<file path="config.mk">
export PLATFORM = sky130hd
export DESIGN_NAME = utf8_stream_decoder_escaping_top
export DESIGN_NICKNAME = d
export VERILOG_FILES = /design/src/design/u8d_pkg.sv /design/src/design/utf8_stream_decoder_escaping_top.sv /design/src/design/u8d_front.sv /design/src/design/u8d_back.sv
export SDC_FILE = /design/constraint.sdc
export NUM_CORES = 1
export LEC_CHECK = 0
export BUFFER_PORTS_ARGS = -buffer_cell sky130_fd_sc_hd__buf_2
export CAP_MARGIN = 5
export CORE_ASPECT_RATIO = 0.6
export CORE_MARGIN = 4
export CORE_UTILIZATION = 55
export DETAILED_ROUTE_END_ITERATION = 16
export GPL_TIMING_DRIVEN = 0
export PLACE_DENSITY = 0.79
export SKIP_LAST_GASP = 1
export SYNTH_ARGS = -nofsm -noshare
export SYNTH_HDL_FRONTEND = slang
export SYNTH_SLANG_ARGS = --single-unit
</file>
<file path="constraint.sdc">
create_clock -name clk -period 8.1 [get_ports clk]
set_input_delay 1.62 -clock clk [delete_from_list [all_inputs] [get_ports clk]]
set_output_delay 1.62 -clock clk [all_outputs]
set_load 0.03 [all_outputs]
</file>
<file path="src/design/u8d_pkg.sv">
// Shared types, constants and helper functions for the UTF-8 stream decoder.
package u8d_pkg;

	// Buffer of bytes of an open sequence plus the byte being added
	localparam int PEND_DEPTH = 4;
	localparam int CNT_W = $clog2(PEND_DEPTH + 1);
	localparam int IDX_W = $clog2(PEND_DEPTH);
	localparam logic [CNT_W-1:0] CNT_FULL = CNT_W'(PEND_DEPTH);

	// Queue between front and back
	localparam int QUEUE_DEPTH = 2;
	localparam int QPTR_W = $clog2(QUEUE_DEPTH);
	localparam int QCNT_W = $clog2(QUEUE_DEPTH + 1);
	localparam logic [QCNT_W-1:0] QCNT_FULL = QCNT_W'(QUEUE_DEPTH);
	localparam logic [QPTR_W-1:0] QPTR_LAST = QPTR_W'(QUEUE_DEPTH - 1);

	// Code point and bus widths
	localparam int CP_W = 21;
	localparam int IN_TDATA_W = 8;
	localparam int OUT_TDATA_W = 24;

	localparam logic [CP_W-1:0] ESC_BASE = 21'h00DC00;
	localparam logic [CP_W-1:0] CP_MAX = 21'h10FFFF;
	localparam logic [CP_W-1:0] BMP_MAX = 21'h00FFFF;
	localparam logic [CP_W-1:0] RSV_MASK = 21'h00FF00;
	localparam logic [CP_W-1:0] MIN_2B = 21'h000080;
	localparam logic [CP_W-1:0] MIN_3B = 21'h000800;
	localparam logic [CP_W-1:0] MIN_4B = 21'h010000;

	localparam logic [7:0] CONT_LO = 8'h80;
	localparam logic [7:0] LEAD2_LO = 8'hC0;
	localparam logic [7:0] LEAD3_LO = 8'hE0;
	localparam logic [7:0] LEAD4_LO = 8'hF0;
	localparam logic [7:0] LEAD_END = 8'hF5;

	// Length class of an open sequence
	localparam logic [1:0] LEN_NONE = 2'd0;
	localparam logic [1:0] LEN_2B = 2'd1;
	localparam logic [1:0] LEN_3B = 2'd2;
	localparam logic [1:0] LEN_4B = 2'd3;

	typedef enum logic [2:0] {
		CLS_ASCII,
		CLS_CONT,
		CLS_LEAD2,
		CLS_LEAD3,
		CLS_LEAD4,
		CLS_BAD
	} u8d_class_t;

	typedef struct packed {
		logic [7:0] data;
		logic end_mark;
		u8d_class_t cls;
	} u8d_item_t;

	// Queue head as seen by the back end
	typedef struct packed {
		logic valid;
		u8d_item_t item;
	} u8d_q_t;

	typedef struct packed {
		logic [CP_W-1:0] cp;
		logic stream_end;
	} u8d_res_t;

	typedef enum logic [1:0] {
		BK_READY,
		BK_SCAN,
		BK_DRAIN
	} u8d_bk_state_t;

	typedef enum logic [1:0] {
		BUF_KEEP,
		BUF_DROP1,
		BUF_CLEAR
	} u8d_buf_op_t;

	// Byte class by value range
	function automatic u8d_class_t classify(input logic [7:0] b);
		u8d_class_t c;
		if (b < CONT_LO) begin
			c = CLS_ASCII;
		end else if (b < LEAD2_LO) begin
			c = CLS_CONT;
		end else if (b < LEAD3_LO) begin
			c = CLS_LEAD2;
		end else if (b < LEAD4_LO) begin
			c = CLS_LEAD3;
		end else if (b < LEAD_END) begin
			c = CLS_LEAD4;
		end else begin
			c = CLS_BAD;
		end
		return c;
	endfunction

	// Smallest legal value for a length class
	function automatic logic [CP_W-1:0] min_for_len(input logic [1:0] len);
		logic [CP_W-1:0] m;
		case (len)
			LEN_2B: m = MIN_2B;
			LEN_3B: m = MIN_3B;
			LEN_4B: m = MIN_4B;
			default: m = '0;
		endcase
		return m;
	endfunction

endpackage

</file>
<file path="src/design/utf8_stream_decoder_escaping_top.sv">
// Top level of the UTF-8 stream decoder with escaping of invalid bytes.
//
// Input stream (s_*): one transfer per byte; s_tlast=1 marks end of stream and
// its s_tdata byte is ignored. Output stream (m_*): one transfer per code point;
// m_tuser=1 flags the end-of-stream marker (code point zero), m_tlast=1 flags
// the final result caused by one input transfer. An input transfer may cause no
// result (lead or continuation byte) or up to four.
// Configuration (cfg_*): writes the admit-NUL bit; change it only while idle.
// With the sequencer free, the last result of a transfer goes through the input
// queue and then the output register to m_tvalid; earlier results of the same
// transfer wait in a hold register until the next one is found.
// Throughput: one byte per cycle for valid text while the receiver takes results,
// set by the one-byte-per-cycle decode sequencer. A broken sequence makes the
// sequencer rescan each buffered byte after the lead (at most three), with a
// drain step when two results finish together; at end of stream each flushed
// byte is escaped before the marker is sent.
// Reset clears the queue, the open sequence and the admit-NUL bit; no clearing
// pass is needed. When the receiver stalls, the output register holds its
// result, the sequencer stops once it has a result to send, and the two-entry
// input queue keeps taking transfers until it is full.
module utf8_stream_decoder_escaping_top (
	input  logic                              clk,
	input  logic                              arst_n,
	input  logic                              s_tvalid,
	output logic                              s_tready,
	input  logic [u8d_pkg::IN_TDATA_W-1:0]    s_tdata,  // [7:0] in_byte
	input  logic                              s_tlast,  // end_mark
	output logic                              m_tvalid,
	input  logic                              m_tready,
	output logic [u8d_pkg::OUT_TDATA_W-1:0]   m_tdata,  // [20:0] code_point, [23:21] zero
	output logic                              m_tuser,  // [0] stream_end
	output logic                              m_tlast,  // last_of_run
	input  logic                              cfg_valid,
	output logic                              cfg_ready,
	input  logic                              cfg_data  // admit_nul
);

	logic admit_nul_q;
	logic pop;
	u8d_pkg::u8d_q_t head;

	// Admit-NUL register
	assign cfg_ready = 1'b1;

	always_ff @(posedge clk or negedge arst_n) begin
		if (!arst_n) begin
			admit_nul_q <= 1'b0;
		end else if (cfg_valid && cfg_ready) begin
			admit_nul_q <= cfg_data;
		end
	end

	u8d_front u_front (
		.clk      (clk),
		.arst_n   (arst_n),
		.s_tvalid (s_tvalid),
		.s_tready (s_tready),
		.s_tdata  (s_tdata),
		.s_tlast  (s_tlast),
		.pop      (pop),
		.head     (head)
	);

	u8d_back u_back (
		.clk       (clk),
		.arst_n    (arst_n),
		.admit_nul (admit_nul_q),
		.head      (head),
		.pop       (pop),
		.m_tvalid  (m_tvalid),
		.m_tready  (m_tready),
		.m_tdata   (m_tdata),
		.m_tuser   (m_tuser),
		.m_tlast   (m_tlast)
	);

endmodule

</file>
<file path="src/design/u8d_front.sv">
// Front end: accepts stream transfers, classifies each byte and queues it.
module u8d_front (
	input  logic                    clk,
	input  logic                    arst_n,
	input  logic                    s_tvalid,
	output logic                    s_tready,
	input  logic [7:0]              s_tdata,  // [7:0] in_byte
	input  logic                    s_tlast,
	input  logic                    pop,
	output u8d_pkg::u8d_q_t         head
);

	u8d_pkg::u8d_item_t fifo_q [u8d_pkg::QUEUE_DEPTH];
	logic [u8d_pkg::QPTR_W-1:0] wr_ptr_q, rd_ptr_q;
	logic [u8d_pkg::QCNT_W-1:0] fill_q;
	u8d_pkg::u8d_item_t in_item;
	logic push, deq;

	// Classify on the way in
	always_comb begin
		in_item.data = s_tdata;
		in_item.end_mark = s_tlast;
		in_item.cls = u8d_pkg::classify(s_tdata);
	end

	assign s_tready = (fill_q != u8d_pkg::QCNT_FULL);
	assign push = s_tvalid && s_tready;
	assign deq = pop && (fill_q != '0);

	always_comb begin
		head.valid = (fill_q != '0);
		head.item = fifo_q[rd_ptr_q];
	end

	// Queue storage
	always_ff @(posedge clk) begin
		if (push) begin
			fifo_q[wr_ptr_q] <= in_item;
		end
	end

	// Pointers and fill level
	always_ff @(posedge clk or negedge arst_n) begin
		if (!arst_n) begin
			wr_ptr_q <= '0;
			rd_ptr_q <= '0;
			fill_q <= '0;
		end else begin
			if (push) begin
				wr_ptr_q <= (wr_ptr_q == u8d_pkg::QPTR_LAST) ? '0 : wr_ptr_q + 1'b1;
			end
			if (deq) begin
				rd_ptr_q <= (rd_ptr_q == u8d_pkg::QPTR_LAST) ? '0 : rd_ptr_q + 1'b1;
			end
			case ({push, deq})
				2'b10: fill_q <= fill_q + 1'b1;
				2'b01: fill_q <= fill_q - 1'b1;
				default: fill_q <= fill_q;
			endcase
		end
	end

endmodule

</file>
<file path="src/design/u8d_back.sv">
// Back end: decode sequencer with pending-byte buffer, rescan and output register.
module u8d_back (
	input  logic                              clk,
	input  logic                              arst_n,
	input  logic                              admit_nul,
	input  u8d_pkg::u8d_q_t                   head,
	output logic                              pop,
	output logic                              m_tvalid,
	input  logic                              m_tready,
	output logic [u8d_pkg::OUT_TDATA_W-1:0]   m_tdata,  // [20:0] code_point, [23:21] zero
	output logic                              m_tuser,  // [0] stream_end
	output logic                              m_tlast
);

	u8d_pkg::u8d_bk_state_t state_q, state_d;

	// Sequencer state
	logic [7:0] pb_q [u8d_pkg::PEND_DEPTH];
	logic [u8d_pkg::CNT_W-1:0] cnt_q, idx_q;
	logic [1:0] br_q, sl_q;
	logic [u8d_pkg::CP_W-1:0] acc_q;
	logic end_q;

	// One result held back until it is known whether it ends the item
	logic hold_vld_q;
	u8d_pkg::u8d_res_t hold_q;

	// Output register
	logic out_vld_q, out_last_q;
	u8d_pkg::u8d_res_t out_q;

	// View of the buffer for this cycle
	logic [7:0] v_pb [u8d_pkg::PEND_DEPTH];
	logic [7:0] nb_pb [u8d_pkg::PEND_DEPTH];
	logic [u8d_pkg::CNT_W-1:0] v_cnt;
	logic v_end;
	logic [7:0] cur_byte;
	u8d_pkg::u8d_class_t cur_cls;

	// Step results
	logic r_vld;
	u8d_pkg::u8d_res_t r_res;
	u8d_pkg::u8d_buf_op_t op;
	logic [u8d_pkg::CNT_W-1:0] n_idx, n_cnt;
	logic [1:0] n_br, n_sl;
	logic [u8d_pkg::CP_W-1:0] n_acc, acc_ext, cur_ext, head_ext;
	logic seq_bad, scan_fin, item_done;

	// Handshake control
	logic active, out_free, push_need, push_last, hold_load, hold_clr, go, adv;
	u8d_pkg::u8d_res_t push_res;

	// Build the working view: in READY the new byte is appended after the pending bytes
	always_comb begin
		v_pb = pb_q;
		v_cnt = cnt_q;
		v_end = end_q;
		cur_byte = pb_q[idx_q[u8d_pkg::IDX_W-1:0]];
		cur_cls = u8d_pkg::classify(cur_byte);
		if (state_q == u8d_pkg::BK_READY) begin
			v_end = head.item.end_mark;
			if (!head.item.end_mark) begin
				v_pb[cnt_q[u8d_pkg::IDX_W-1:0]] = head.item.data;
				v_cnt = cnt_q + 1'b1;
				cur_byte = head.item.data;
				cur_cls = head.item.cls;
			end
		end
	end

	assign cur_ext = {{(u8d_pkg::CP_W - 8){1'b0}}, cur_byte};
	assign head_ext = {{(u8d_pkg::CP_W - 8){1'b0}}, v_pb[0]};
	assign acc_ext = {acc_q[u8d_pkg::CP_W-7:0], cur_byte[5:0]};

	// Completed value out of range, overlong or in the escape block
	always_comb begin
		seq_bad = (acc_ext < u8d_pkg::min_for_len(sl_q)) ||
			((acc_ext <= u8d_pkg::BMP_MAX) &&
			((acc_ext & u8d_pkg::RSV_MASK) == u8d_pkg::ESC_BASE)) ||
			(acc_ext > u8d_pkg::CP_MAX);
	end

	// One decode step
	always_comb begin
		r_vld = 1'b0;
		r_res.cp = '0;
		r_res.stream_end = 1'b0;
		op = u8d_pkg::BUF_KEEP;
		n_idx = idx_q;
		n_br = br_q;
		n_sl = sl_q;
		n_acc = acc_q;
		scan_fin = 1'b0;
		if (idx_q < v_cnt) begin
			if (br_q == 2'd0) begin
				case (cur_cls)
					u8d_pkg::CLS_ASCII: begin
						r_vld = 1'b1;
						r_res.cp = (cur_byte == 8'h00 && !admit_nul) ? u8d_pkg::ESC_BASE : cur_ext;
						op = u8d_pkg::BUF_DROP1;
						n_idx = '0;
					end
					u8d_pkg::CLS_LEAD2: begin
						n_br = 2'd1;
						n_sl = u8d_pkg::LEN_2B;
						n_acc = {{(u8d_pkg::CP_W - 5){1'b0}}, cur_byte[4:0]};
						n_idx = idx_q + 1'b1;
					end
					u8d_pkg::CLS_LEAD3: begin
						n_br = 2'd2;
						n_sl = u8d_pkg::LEN_3B;
						n_acc = {{(u8d_pkg::CP_W - 4){1'b0}}, cur_byte[3:0]};
						n_idx = idx_q + 1'b1;
					end
					u8d_pkg::CLS_LEAD4: begin
						n_br = 2'd3;
						n_sl = u8d_pkg::LEN_4B;
						n_acc = {{(u8d_pkg::CP_W - 3){1'b0}}, cur_byte[2:0]};
						n_idx = idx_q + 1'b1;
					end
					default: begin
						// stray continuation or byte that never starts a sequence
						r_vld = 1'b1;
						r_res.cp = u8d_pkg::ESC_BASE | cur_ext;
						op = u8d_pkg::BUF_DROP1;
						n_idx = '0;
					end
				endcase
			end else if (cur_cls == u8d_pkg::CLS_CONT) begin
				n_acc = acc_ext;
				n_br = br_q - 2'd1;
				if (br_q == 2'd1) begin
					r_vld = 1'b1;
					n_idx = '0;
					if (seq_bad) begin
						r_res.cp = u8d_pkg::ESC_BASE | head_ext;
						op = u8d_pkg::BUF_DROP1;
					end else begin
						r_res.cp = acc_ext;
						op = u8d_pkg::BUF_CLEAR;
					end
				end else begin
					n_idx = idx_q + 1'b1;
				end
			end else begin
				// broken sequence: escape the lead, rescan the rest
				r_vld = 1'b1;
				r_res.cp = u8d_pkg::ESC_BASE | head_ext;
				op = u8d_pkg::BUF_DROP1;
				n_idx = '0;
				n_br = 2'd0;
			end
		end else if (v_end && br_q != 2'd0 && v_cnt != '0) begin
			// end of stream inside a sequence: flush the lead
			r_vld = 1'b1;
			r_res.cp = u8d_pkg::ESC_BASE | head_ext;
			op = u8d_pkg::BUF_DROP1;
			n_idx = '0;
			n_br = 2'd0;
		end else begin
			scan_fin = 1'b1;
			if (v_end) begin
				r_vld = 1'b1;
				r_res.stream_end = 1'b1;
				op = u8d_pkg::BUF_CLEAR;
				n_idx = '0;
				n_br = 2'd0;
				n_sl = u8d_pkg::LEN_NONE;
				n_acc = '0;
			end
		end
	end

	// Buffer update and item completion
	always_comb begin
		case (op)
			u8d_pkg::BUF_DROP1: n_cnt = v_cnt - 1'b1;
			u8d_pkg::BUF_CLEAR: n_cnt = '0;
			default: n_cnt = v_cnt;
		endcase
		nb_pb = v_pb;
		if (op == u8d_pkg::BUF_DROP1) begin
			for (int k = 0; k < u8d_pkg::PEND_DEPTH - 1; k++) begin
				nb_pb[k] = v_pb[k + 1];
			end
		end
		if (idx_q < v_cnt) begin
			item_done = !v_end && (n_idx == n_cnt);
		end else begin
			item_done = scan_fin;
		end
	end

	// FSM outputs: result routing through hold and output register
	always_comb begin
		active = 1'b0;
		push_need = 1'b0;
		push_res = hold_q;
		push_last = 1'b0;
		hold_load = 1'b0;
		hold_clr = 1'b0;
		case (state_q)
			u8d_pkg::BK_READY: active = head.valid;
			u8d_pkg::BK_SCAN: active = 1'b1;
			u8d_pkg::BK_DRAIN: begin
				push_need = 1'b1;
				push_last = 1'b1;
				hold_clr = 1'b1;
			end
			default: active = 1'b0;
		endcase
		if (active) begin
			if (r_vld) begin
				if (hold_vld_q) begin
					push_need = 1'b1;
					hold_load = 1'b1;
				end else if (item_done) begin
					push_need = 1'b1;
					push_res = r_res;
					push_last = 1'b1;
				end else begin
					hold_load = 1'b1;
				end
			end else if (item_done && hold_vld_q) begin
				push_need = 1'b1;
				push_last = 1'b1;
				hold_clr = 1'b1;
			end
		end
		out_free = !out_vld_q || m_tready;
		go = active && (!push_need || out_free);
		adv = active ? go : ((state_q == u8d_pkg::BK_DRAIN) && out_free);
		pop = (state_q == u8d_pkg::BK_READY) && head.valid && go;
	end

	// FSM next state
	always_comb begin
		state_d = state_q;
		case (state_q)
			u8d_pkg::BK_READY, u8d_pkg::BK_SCAN: begin
				if (go) begin
					if (!item_done) begin
						state_d = u8d_pkg::BK_SCAN;
					end else if (r_vld && hold_vld_q) begin
						state_d = u8d_pkg::BK_DRAIN;
					end else begin
						state_d = u8d_pkg::BK_READY;
					end
				end
			end
			u8d_pkg::BK_DRAIN: begin
				if (out_free) begin
					state_d = u8d_pkg::BK_READY;
				end
			end
			default: state_d = u8d_pkg::BK_READY;
		endcase
	end

	// Control registers
	always_ff @(posedge clk or negedge arst_n) begin
		if (!arst_n) begin
			state_q <= u8d_pkg::BK_READY;
			cnt_q <= '0;
			idx_q <= '0;
			br_q <= 2'd0;
			sl_q <= u8d_pkg::LEN_NONE;
			acc_q <= '0;
			end_q <= 1'b0;
			hold_vld_q <= 1'b0;
			out_vld_q <= 1'b0;
		end else begin
			state_q <= state_d;
			if (go) begin
				cnt_q <= n_cnt;
				idx_q <= n_idx;
				br_q <= n_br;
				sl_q <= n_sl;
				acc_q <= n_acc;
				end_q <= v_end;
			end
			if (adv) begin
				if (hold_load) begin
					hold_vld_q <= 1'b1;
				end else if (hold_clr) begin
					hold_vld_q <= 1'b0;
				end
			end
			if (adv && push_need) begin
				out_vld_q <= 1'b1;
			end else if (m_tready) begin
				out_vld_q <= 1'b0;
			end
		end
	end

	// Payload registers
	always_ff @(posedge clk) begin
		if (go) begin
			pb_q <= nb_pb;
		end
		if (adv && hold_load) begin
			hold_q <= r_res;
		end
		if (adv && push_need) begin
			out_q <= push_res;
			out_last_q <= push_last;
		end
	end

	assign m_tvalid = out_vld_q;
	assign m_tdata = {{(u8d_pkg::OUT_TDATA_W - u8d_pkg::CP_W){1'b0}}, out_q.cp};
	assign m_tuser = out_q.stream_end;
	assign m_tlast = out_last_q;

`ifndef ASSERT_OFF
	// Between items every buffered byte has been scanned and nothing is held back
	a_ready_aligned: assert property (@(posedge clk) disable iff (!arst_n)
		state_q == u8d_pkg::BK_READY |-> (idx_q == cnt_q) && !hold_vld_q)
		else $error("scan index or hold out of step between items");

	// Between items there is room for the incoming byte
	a_ready_room: assert property (@(posedge clk) disable iff (!arst_n)
		state_q == u8d_pkg::BK_READY |-> cnt_q < u8d_pkg::CNT_FULL)
		else $error("pending buffer full between items");

	// An open sequence always has its lead byte buffered
	a_open_has_lead: assert property (@(posedge clk) disable iff (!arst_n)
		br_q != 2'd0 |-> cnt_q != '0)
		else $error("open sequence without buffered lead");

	// The end marker is the final result of its item and carries no code point
	a_end_is_last: assert property (@(posedge clk) disable iff (!arst_n)
		out_vld_q && out_q.stream_end |-> out_last_q && (out_q.cp == '0))
		else $error("end marker not last or not zero");

	// Drain only ever sends out a held result
	a_drain_holds: assert property (@(posedge clk) disable iff (!arst_n)
		state_q == u8d_pkg::BK_DRAIN |-> hold_vld_q)
		else $error("drain state without held result");
`endif

endmodule
</file>
; Word level (Yosys, flattened, before mapping)
; Memories as Yosys holds them, arrays and structs flattened.
; Cells that the tools add are included.
; W data, S select, Z words.
[totals]
regBits = 112
ramBits = 24
in_bits = 15
out_inout_bits = 29
word_cells = 229
memories = 1
[op_classes]
n_addsub = 8
magnitude_cmp = 17
n_eq_ne = 24
muxes = 112
bitwise = 2
n_reduce_logical = 43
[mem_list]
columns = memory, words, word_bits, read_ports, rd_clocked_by_memory_dff, write_ports, line_no
row1 = u_front.fifo_q, 2, 12, 1, 0, 1, u8d_front.sv:13  ; u8d_pkg::u8d_item_t fifo_q [u8d_pkg::QUEUE_DEPTH];
[op_table]
columns = cell, count
row1 = $mux W21, 5
row2 = $mux W22, 4
row3 = $lt A8 B8 Y1 const B, 10
row4 = $mux W15, 5
row5 = $mux W32, 2
row6 = $mux W3, 19
row7 = $pmux W17 S3, 1
row8 = $pmux W15 S3, 1
row9 = $pmux W21 S2, 1
row10 = $mux W8, 5
row11 = $mux W1, 39
row12 = $mux W2, 19
row13 = $bwmux W32, 1
row14 = $mux W16, 2
row15 = $mux W24, 1
row16 = $gt A21 B21 Y1 const B, 1
row17 = $le A21 B16 Y1 const B, 1
row18 = $lt A21 B17 Y1, 1
row19 = $bmux W8 S2, 1
row20 = $demux W8 S2, 1
row21 = $logic_and A1 B1 Y1, 16
row22 = $reduce_bool A2 Y1, 6
row23 = $eq A2 B1 Y1 const B, 5
row24 = $eq A2 B2 Y1 const B, 5
row25 = 34 further kinds, 54

; Longest topological paths before layout
; Gate-level depths: netlist of run 1.
[depth]
ltp_word = 33
depth_mapped = 30
depth_no_buf = 25

; By module
; Synthesis of run 1 repeated with hierarchy kept, for this count alone.
[hier_totals]
cells_unflattened = 596
area_unflattened_um2 = 7322.0
[modules_own_cells]
columns = module, instances, cells_each, area_each_um2, seq_area_each_um2
row1 = u8d_back, 1, 529, 6169.7, 3062.9
row2 = u8d_front, 1, 63, 1101.1, 820.8
row3 = utf8_stream_decoder_escaping_top, 1, 4, 51.3, 25.0

; Worst setup path before layout of run 1
; No wires, ideal clock.
[synth_path]
kind = register to register
start = register u_front.rd_ptr_q
end = register u_back.out_q, in the netlist u_back.m_tdata[0] (enable)
setup_time_ps = 411
t_arrival_ps = 6378
t_required_ps = 7689
slack_ps = 1311
path_stages_with_launch = 26
n_path_buf = 5
period_less_slack_ps = 6789
path_cell_list = dfrtp_1 buf_2 mux2_2 nor2_1 clkbuf_1 a21oi_1 ha_1 a2111o_1 o2111a_1 nor2_1 and3_1 clkbuf_1 nor3b_1 clkbuf_1 nor2_1 ha_1 clkbuf_1 nor2b_1 o22a_1 or2_2 or4_1 o211ai_1 a21oi_1 a211oi_1 o21bai_1 a21oi_1
[synth_between]
elab_chain_len = 26
word_cells_on_any_way = 63
classes_between = add/sub (1) / order compare (4) / eq/ne (7) / mux (36) / reduce/logical (14) / memory (1)
[synth_lines]
columns = element, line_no
row1 = "start, declared", u8d_front.sv:14  ; logic [u8d_pkg::QPTR_W-1:0] wr_ptr_q, rd_ptr_q;
row2 = "start signal, assigned", u8d_front.sv:53  ; rd_ptr_q <= (rd_ptr_q == u8d_pkg::QPTR_LAST) ? '0 : rd_ptr_q + 1'b1;
row3 = $mem_v2 Z2 W12 *, --
row4 = $mux W8, u8d_back.sv:62  ; if (!head.item.end_mark) begin
row5 = $mux W8, u8d_back.sv:60  ; if (state_q == u8d_pkg::BK_READY) begin
row6 = $le A21 B16 Y1, u8d_back.sv:78  ; ((acc_ext <= u8d_pkg::BMP_MAX) &&
row7 = $logic_and A1 B1 Y1, u8d_back.sv:78
row8 = $logic_or A1 B1 Y1, u8d_back.sv:77  ; seq_bad = (acc_ext < u8d_pkg::min_for_len(sl_q)) ||
row9 = $logic_or A1 B1 Y1, u8d_back.sv:79  ; ((acc_ext & u8d_pkg::RSV_MASK) == u8d_pkg::ESC_BASE)) ||
row10 = $mux W2, u8d_back.sv:135  ; if (seq_bad) begin
row11 = (+10 left out), --
row12 = $mux W1 (on tied branches), "u8d_back.sv:214, u8d_back.sv:224"
row13 = $mux W1 *, u8d_back.sv:213  ; if (r_vld) begin
row14 = $mux W1 *, u8d_back.sv:212  ; if (active) begin
row15 = $logic_not A1 Y1, u8d_back.sv:231  ; go = active && (!push_need || out_free);
row16 = $logic_or A1 B1 Y1, u8d_back.sv:231
row17 = $logic_and A1 B1 Y1, u8d_back.sv:231
row18 = $mux W1, u8d_back.sv:232  ; adv = active ? go : ((state_q == u8d_pkg::BK_DRAIN) && out_free);
row19 = $logic_and A1 B1 Y1 *, u8d_back.sv:305  ; if (adv && push_need) begin
row20 = "end signal, assigned", u8d_back.sv:306  ; out_q <= push_res;
row21 = "end, declared", u8d_back.sv:30  ; u8d_pkg::u8d_res_t out_q;
; Mark *: on every way between the ends. The rest lies on a longest branch, timed or not.
; A chain may end at the register's enable or synchronous reset.

; Worst setup path after layout of run 1
[layout_path]
start = register u_back.state_q[1]
end = register u_back.hold_q[8] (netlist bit) (enable)
[layout_between]
elab_chain_len = 25
word_cells_on_any_way = 69
classes_between = add/sub (1) / order compare (4) / eq/ne (9) / mux (39) / reduce/logical (16)
[layout_lines]
columns = element, line_no
row1 = "start, declared", u8d_back.sv:15  ; u8d_pkg::u8d_bk_state_t state_q, state_d;
row2 = "start signal, assigned", u8d_back.sv:263  ; state_q <= u8d_pkg::BK_READY;
row3 = "start signal, assigned", u8d_back.sv:273  ; state_q <= state_d;
row4 = $logic_not A2 Y1, "u8d_back.sv:60, u8d_back.sv:202"
row5 = $mux W8, u8d_back.sv:60
row6 = $le A21 B16 Y1, u8d_back.sv:78
row7 = $logic_and A1 B1 Y1, u8d_back.sv:78
row8 = $logic_or A1 B1 Y1, u8d_back.sv:77
row9 = $logic_or A1 B1 Y1, u8d_back.sv:79
row10 = $mux W2, u8d_back.sv:135
row11 = $mux W2, u8d_back.sv:132  ; if (br_q == 2'd1) begin
row12 = (+10 left out), --
row13 = $mux W1, u8d_back.sv:213
row14 = $mux W1, u8d_back.sv:212
row15 = $logic_not A1 Y1, u8d_back.sv:231
row16 = $logic_or A1 B1 Y1, u8d_back.sv:231
row17 = $logic_and A1 B1 Y1 *, u8d_back.sv:231
row18 = named net u_back.go, u8d_back.sv:50  ; logic active, out_free, push_need, push_last, hold_load, hold_clr, go, adv;
row19 = $mux W1 *, u8d_back.sv:232
row20 = $logic_and A1 B1 Y1 *, u8d_back.sv:302  ; if (adv && hold_load) begin
row21 = "end signal, assigned", u8d_back.sv:303  ; hold_q <= r_res;
row22 = "end, declared", u8d_back.sv:26  ; u8d_pkg::u8d_res_t hold_q;
; The timed path passes the listed nets; every way through them passes the cells marked *.

==> results of run 1 <==
[cells by family (layout without fill, tap and decap cells)]
logic type      count (synthesis)  in the layout  synth area share (%)
mux                            62             62                  10.3
simple gates                  195            195                  13.4
fa+ha+maj                      15             15                  2.55
other cells                     2              4                 0.102
buf+inv                        46            118                  3.07
xor+xnor                       10             10                  1.38
compound gates                169            169                  16.1
flops                         136            136                  53.0
[final timing paths]
check,start,end,slack (ns),cells after the start
worst min register to register,u_front.wr_ptr_q,u_front.wr_ptr_q,0.49,1
max in group asynchronous,arst_n,u_back.acc_q[0],6.28,1
min in group asynchronous,arst_n,u_front.fill_q[1],1.29,1
worst min-delay path,u_front.wr_ptr_q,u_front.wr_ptr_q,0.49,1
worst max register to register,u_back.state_q[1],u_back.hold_q[8],0.40,27
worst max-delay path,u_back.state_q[1],u_back.hold_q[8],0.40,27
[layout by cell type (no fill, tap or decap), drive strengths merged, types with 5 or more instances in the layout]
cell / instances
mux4: 8
mux2: 26
buf: 56
edfxtp: 101
clkinv: 5
o22ai: 7
a22o: 13
nor2: 58
dfrtp: 35
a21o: 9
o2bb2ai: 6
and2: 13
xnor2: 6
mux2i: 28
clkbuf: 32
nand3: 13
nand2b: 10
o21ai: 35
nor2b: 7
ha: 15
nor3: 16
inv: 22
and3: 7
a21oi: 45
nand2: 45
[stage by stage]
step	instance area [um^2]	TNS, ns	hold slack (ns)	cells
after global routing	8400	0	0.528	879
after detailed placement	7800	0	0.485	847
after CTS	8390	0	0.493	879
final	8400	0	0.490	879
after global placement	7790	-6.38	0.475	846
after floorplan	7380	0	0.461	637
[final cells by class]
cell class / count / area, um^2 / area share, %
Buffer: 31 / 175 / 2.08
Clock buffer: 17 / 425 / 5.06
Clock inverter: 15 / 160 / 1.91
Inverter: 15 / 56.3 / 0.670
Multi-Input combinational cell: 455 / 3260 / 38.7
Sequential cell: 136 / 3910 / 46.5
Tap cell: 170 / 213 / 2.53
Timing Repair Buffer: 40 / 210 / 2.50
[layer usage]
layer | share of wire (%) | vias to the layer above
li1 | - | 2541
met1 | 44 | 2775
met2 | 44 | 309
met3 | 10 | 36
met4 | 1.6 | 0
met5 | 0 | -
[state kept, by name, indices dropped and copies added, names as in the netlist, 2 cells and up]
name	count
u_back.cnt_q	3
u_front.fifo_q	24
u_front.fill_q	2
u_back.acc_q	15
u_back.hold_q	22
u_back.state_q	2
u_back.br_q	2
u_back.m_tdata	21
u_back.sl_q	2
u_back.pb_q	32
u_back.idx_q	3
[critical path, delay by kind of cell, from the launching register on]
kind / cells / cell delay, ns
muxes: 1 / 0.30
xor gates and xnor gates: 1 / 0.18
buffers and inverters: 6 / 1.80
DFF: 1 / 0.44
and+or+nand+nor: 11 / 2.49
AOI/OAI and AO/OA: 6 / 1.65
adders and majority gates: 2 / 0.46
[timing repair]
item	CTS	global route
endpoints found under the setup margin	0	22
resized for setup	0	4
hold endpoints to repair	0	0
==> summary.md, run 1 <==
| Metric | Value |
|---|---|
| Status | `finished clean` |
| Area Growth Syn to Fin | `14.0%` |
| Post-synth EDFFs | `101` |
| Worst-path clk slew | `about 0.060 ns` |
| Worst slack at placement | `approximately 0.087 ns` |
| Chip height | `between 90 and 100 um` |
| GRT Residual Overflow | `0` |
| Antenna violations before repair | `0` |
| Max-cap violations | `0` |
| RSZ-0062 raised after global routing | `false` |
| WS Path Type | `reg -> reg` |
| Grt met3 use | `8.01%` |
| CTS buffer count | `17` |
| Starting Density | `~57%` |
| Most common cell in the netlist | `edfxtp_1` |
| Max_slew headroom | `between 20% and 30%` |
| Worst EP required | `8.18 ns` |
| Fmax | `roughly 130 MHz` |
| Gr busiest metal | `met2` |
| Top FF cell, synth | `edfxtp_1` |
| Synth top cells by count | `101 x edfxtp_1, 56 x nor2_1, 44 x a21oi_1, 44 x nand2_1, 35 x dfrtp_1` |
| Fin. Hold Viols | `0` |
| Antenna-violating nets left | `0` |
| Synth cell types | `between 80 and 90` |
| Final period utilization | `95.1%` |
| Port bufs | `39` |
| CTS tree | `done` |
| Row Count | `32` |
| #FFs+latches synth | `136` |
| Core footprint | `between 10,000 and 15,000 um^2` |
| CP max stage delay | `0.50 ns` |
| DR iter-0 viols | `about 660` |
| Yosys top cell area share | `41.1%` |
| Synth warn | `0` |
| H-tree levels | `4` |
| Register area share after synthesis | `between 50 and 60%` |
| Fillcell total | `993` |
| DRC violations left | `0` |
| Tot GR Track Use | `between 20 and 25%` |
| Largest net degree at the start of global routing | `42` |
| Root buf cell | `clkbuf_16` |
| Clk sink count | `around 140` |
| Synth area leaders | `edfxtp_1 41%, dfrtp_1 12%, mux2i_1 3.7%` |
| Worst setup margin | `approximately 0.40 ns` |
| Asr flop ratio synth | `~26%` |
| Total die area | `roughly 15,000 um^2` |
| Crit-path slowest cell | `o221a_4` |
| Min Tclk post-route | `approximately 7.7 ns` |
| Crit-path max FO | `between 40 and 50` |
| Setup violators final | `0` |
| Ports | `44` |
| Skew-Pair Late Insertion Delay | `0.42 ns` |
| First-pass detailed-route iteration total | `5` |
| Crit path arrival time | `7.78 ns` |
| CP most frequent cell | `clkbuf_1` |
| Postcts setup bufs | `0` |
| Synthesized area | `roughly 7400 um^2` |
| Mean Syn Cell Area | `roughly 12 um^2` |
| First-pass GRT wire length | `approximately 30 mm` |
| Die width | `157 um` |
| Met1 Track Usage GR | `between 30% and 40%` |
| Fin util | `around two thirds` |
| Met2 GRT Util | `between 30% and 40%` |
| DPL Wire Length | `between 10 and 15 mm` |
| Worst-Margin Slew | `approximately 1.1 ns` |
| Setup Skew | `~0.0073 ns` |
| # nets final | `about 730` |
| Worst hold path class | `reg -> reg` |
| Vias per cell | `between 6 and 7` |
| Yosys top cell by area | `edfxtp_1` |
| GP Congestion | `0.954` |
| Routed wire length | `approximately 18 mm` |
| Vias in the first global route | `roughly 5,500` |
| CP Capture Type | `flip-flop` |
| ANT cells | `0` |
| Via count | `~5,700` |
| Share of cells above drive strength 1 | `about 20%` |
| Hold_buf cts | `0` |
| Post-Syn Instances | `about 640` |
| CTS max path bufs | `2` |
| Routed wire per std cell | `20.8 um` |
| Max-slew violations | `0` |
| CP Launch Type | `flip-flop` |
Power of run 1 is not shown: default switching activity piles up to over one toggle a cycle in this logic, so the estimate is an artifact.
==> run 2, diff against run 1 <==
- clock period: 8.1 -> 9.5 ns (I/O delays scaled with it)
==> run 2 against run 1 <==
  * Cell count unchanged
  * Largest cell class unchanged
  * Count of clock-buffer cells in the layout unchanged
  * Global-route usage unchanged
  * Maximum frequency down 6.8%
  * Routed wire length up 0.34%
  * Flip-flop and latch count unchanged
  * First-iteration DRC count down 6.2%
==> summary.md, run 2 (synthesized netlist as in run 1, its figures left out) <==
| Metric | Value |
|---|---|
| Worst-Margin Slew | `1.07 ns (about the same)` |
| Port bufs | `39 (unchanged)` |
| Core footprint | `13,000 um^2 (unchanged)` |
| H-tree levels | `4 (unchanged)` |
| Tot GR Track Use | `24.8% (unchanged)` |
| Starting Density | `56.8% (unchanged)` |
| Max reg flops | `32 (unchanged)` |
| Crit-path max FO | `41 (unchanged)` |
| Max-cap violations | `0 (unchanged)` |
| Setup TNS | `0 ns (unchanged)` |
| RSZ-0062 raised after global routing | `false (unchanged)` |
| # nets final | `726 (unchanged)` |
| WS Path Type | `reg -> reg (unchanged)` |
| Min Tclk post-route | `8.27 ns (was 7.70 ns)` |
| Ports | `44 (unchanged)` |
| CP Capture Type | `flip-flop (unchanged)` |
| GRT Residual Overflow | `0 (unchanged)` |
| Via count | `5,651 (was 5,661)` |
| Final period utilization | `87.0% (was 95.1%)` |
| Worst EP required | `9.55 ns (was 8.18 ns)` |
| Fmax | `121 MHz (was 130 MHz)` |
| DR iter-0 viols | `618 (was 659)` |
| Total die area | `15,400 um^2 (unchanged)` |
| Antenna-violating nets left | `0 (unchanged)` |
| DP Area | `7800 um^2 (unchanged)` |
| Crit path arrival time | `8.32 ns (was 7.78 ns)` |
| Clk sink count | `136 (unchanged)` |
| Most frequent cells in the layout | `101 x edfxtp_1, 56 x nor2_1, 44 x nand2_1, 43 x buf_2, 43 x a21oi_1 (unchanged)` |
| Final non-filler cell total | `879 (unchanged)` |
| Most common cell after layout, fill and taps aside | `edfxtp_1 (unchanged)` |
| Row Count | `32 (unchanged)` |
| DRC violations left | `0 (unchanged)` |
| CTS buffer count | `17 (unchanged)` |
| CTS tree | `done (unchanged)` |
| Max-slew violations | `0 (unchanged)` |
| Final Instance Area | `8390 um^2 (was 8400 um^2)` |
| Fin. Hold Viols | `0 (unchanged)` |
| Skew-Pair Late Insertion Delay | `0.42 ns (about the same)` |
| Routed wire per std cell | `20.9 um (was 20.8 um)` |
| Postcts setup bufs | `0 (unchanged)` |
| Fillcell total | `997 (was 993)` |
| First-pass GRT wire length | `29.8 mm (unchanged)` |
| Share of cells above drive strength 1 | `20.2% (was 20.3%)` |
| Setup violators final | `0 (unchanged)` |
| Cell total after placement | `847 (unchanged)` |
| Worst hold path class | `reg -> reg (unchanged)` |
| First-pass detailed-route iteration total | `5 (unchanged)` |
| Fin util | `64.7% (was 64.8%)` |
| CTS max path bufs | `2 (unchanged)` |
| Biggest register | `u_back.pb_q (unchanged)` |
| Chip height | `97.7 um (unchanged)` |
| DPL Wire Length | `12.9 mm (unchanged)` |
| Top Registers | `u_back.pb_q (32), u_front.fifo_q (24), u_back.hold_q (22) (unchanged)` |
| Routed wire length | `18.4 mm (was 18.3 mm)` |
| Die width | `157 um (unchanged)` |
| Status | `finished clean (unchanged)` |
| Root buf cell | `clkbuf_16 (unchanged)` |
| GP Congestion | `0.954 (unchanged)` |
| Area Growth Syn to Fin | `13.8% (was 14.0%)` |
| Hold_buf cts | `0 (unchanged)` |
| # resized after CTS | `0 (unchanged)` |
| Worst-path clk slew | `0.06 ns (about the same)` |
| Antenna violations before repair | `0 (unchanged)` |
| Largest net degree at the start of global routing | `42 (unchanged)` |
| Vias per cell | `6.43 (was 6.44)` |
| ANT cells | `0 (unchanged)` |
| Max_slew headroom | `28.7% (was 28.4%)` |
| Setup Skew | `0.00875 ns (was 0.00734 ns)` |
| CP Launch Type | `flip-flop (unchanged)` |
| Vias in the first global route | `5,502 (unchanged)` |
run 2: cell types whose count changed in the layout (fill, tap and decap cells not counted):
| cell | change |
|---|---|
| clkbuf_1 | +1 |
| buf_6 | -1 |
| clkbuf_2 | -1 |
| o221a_4 | -1 |
| buf_4 | +1 |
| o221a_2 | +1 |
run 2: worst max-delay path, cell delays in order (launching register included):
cell and delay, ns:
dfrtp_1 0.44, or2_2 0.31, clkbuf_1 0.23, nor2_1 0.18, clkbuf_1 0.36, a21oi_1 0.21
ha_1 0.27, nor3_1 0.17, nand3_1 0.13, o2111a_1 0.23, nor2_1 0.26, and3_1 0.21
clkbuf_1 0.26, nor3b_1 0.43, clkbuf_1 0.47, nor2_1 0.10, ha_1 0.20, clkbuf_1 0.23
nor2b_1 0.20, o22a_1 0.19, or2_2 0.32, xnor3_1 0.19, a32o_1 0.25, mux2_4 0.30
o211a_4 0.28, nor2_2 0.22, buf_4 0.52, o221a_2 0.71
run 2: worst paths after layout:
kind | startpoint | endpoint | slack [ns] | depth (start not counted)
setup / recovery | u_back.state_q[1] | u_back.hold_q[8] | 1.23 | 27
hold / removal | u_front.wr_ptr_q | u_front.wr_ptr_q | 0.49 | 1
min in group asynchronous | arst_n | u_front.fill_q[1] | 1.58 | 1
hold reg to reg | u_front.wr_ptr_q | u_front.wr_ptr_q | 0.49 | 1
max in group asynchronous | arst_n | u_back.acc_q[6] | 7.39 | 1
setup reg to reg | u_back.state_q[1] | u_back.hold_q[8] | 1.23 | 27
run 2: metrics by stage:
| stage | hold WS [ns] | worst slack (ns) |
|---|---|---|
| after floorplan | 0.461 | 2.71 |
| after global placement | 0.475 | 1.12 |
| after detailed placement | 0.485 | 1.49 |
| after CTS | 0.493 | 1.44 |
| after global routing | 0.528 | 0.862 |
| final | 0.492 | 1.23 |
run 2: layer usage:
| layer | global-route usage [%] | vias up | wire, um |
|---|---|---|---|
| met3 | 8.01 | 36 | 1910 |
| met2 | 36.4 | 329 | 8030 |
| li1 | - | 2533 | - |
| met1 | 36.0 | 2753 | 8110 |
| met5 | 0 | - | 0 |
| met4 | 5.68 | 0 | 315 |
run 2: cell type report:
class | instances | area, um^2 | share of cell area, %
Multi-Input combinational cell | 455 | 3250 | 38.7
Clock buffer | 17 | 425 | 5.07
Buffer | 31 | 170 | 2.03
Timing Repair Buffer | 40 | 210 | 2.51
Inverter | 15 | 56.3 | 0.671
Tap cell | 170 | 213 | 2.54
Sequential cell | 136 | 3910 | 46.6
Clock inverter | 15 | 160 | 1.91
Power of run 2 is left out for the same reason.
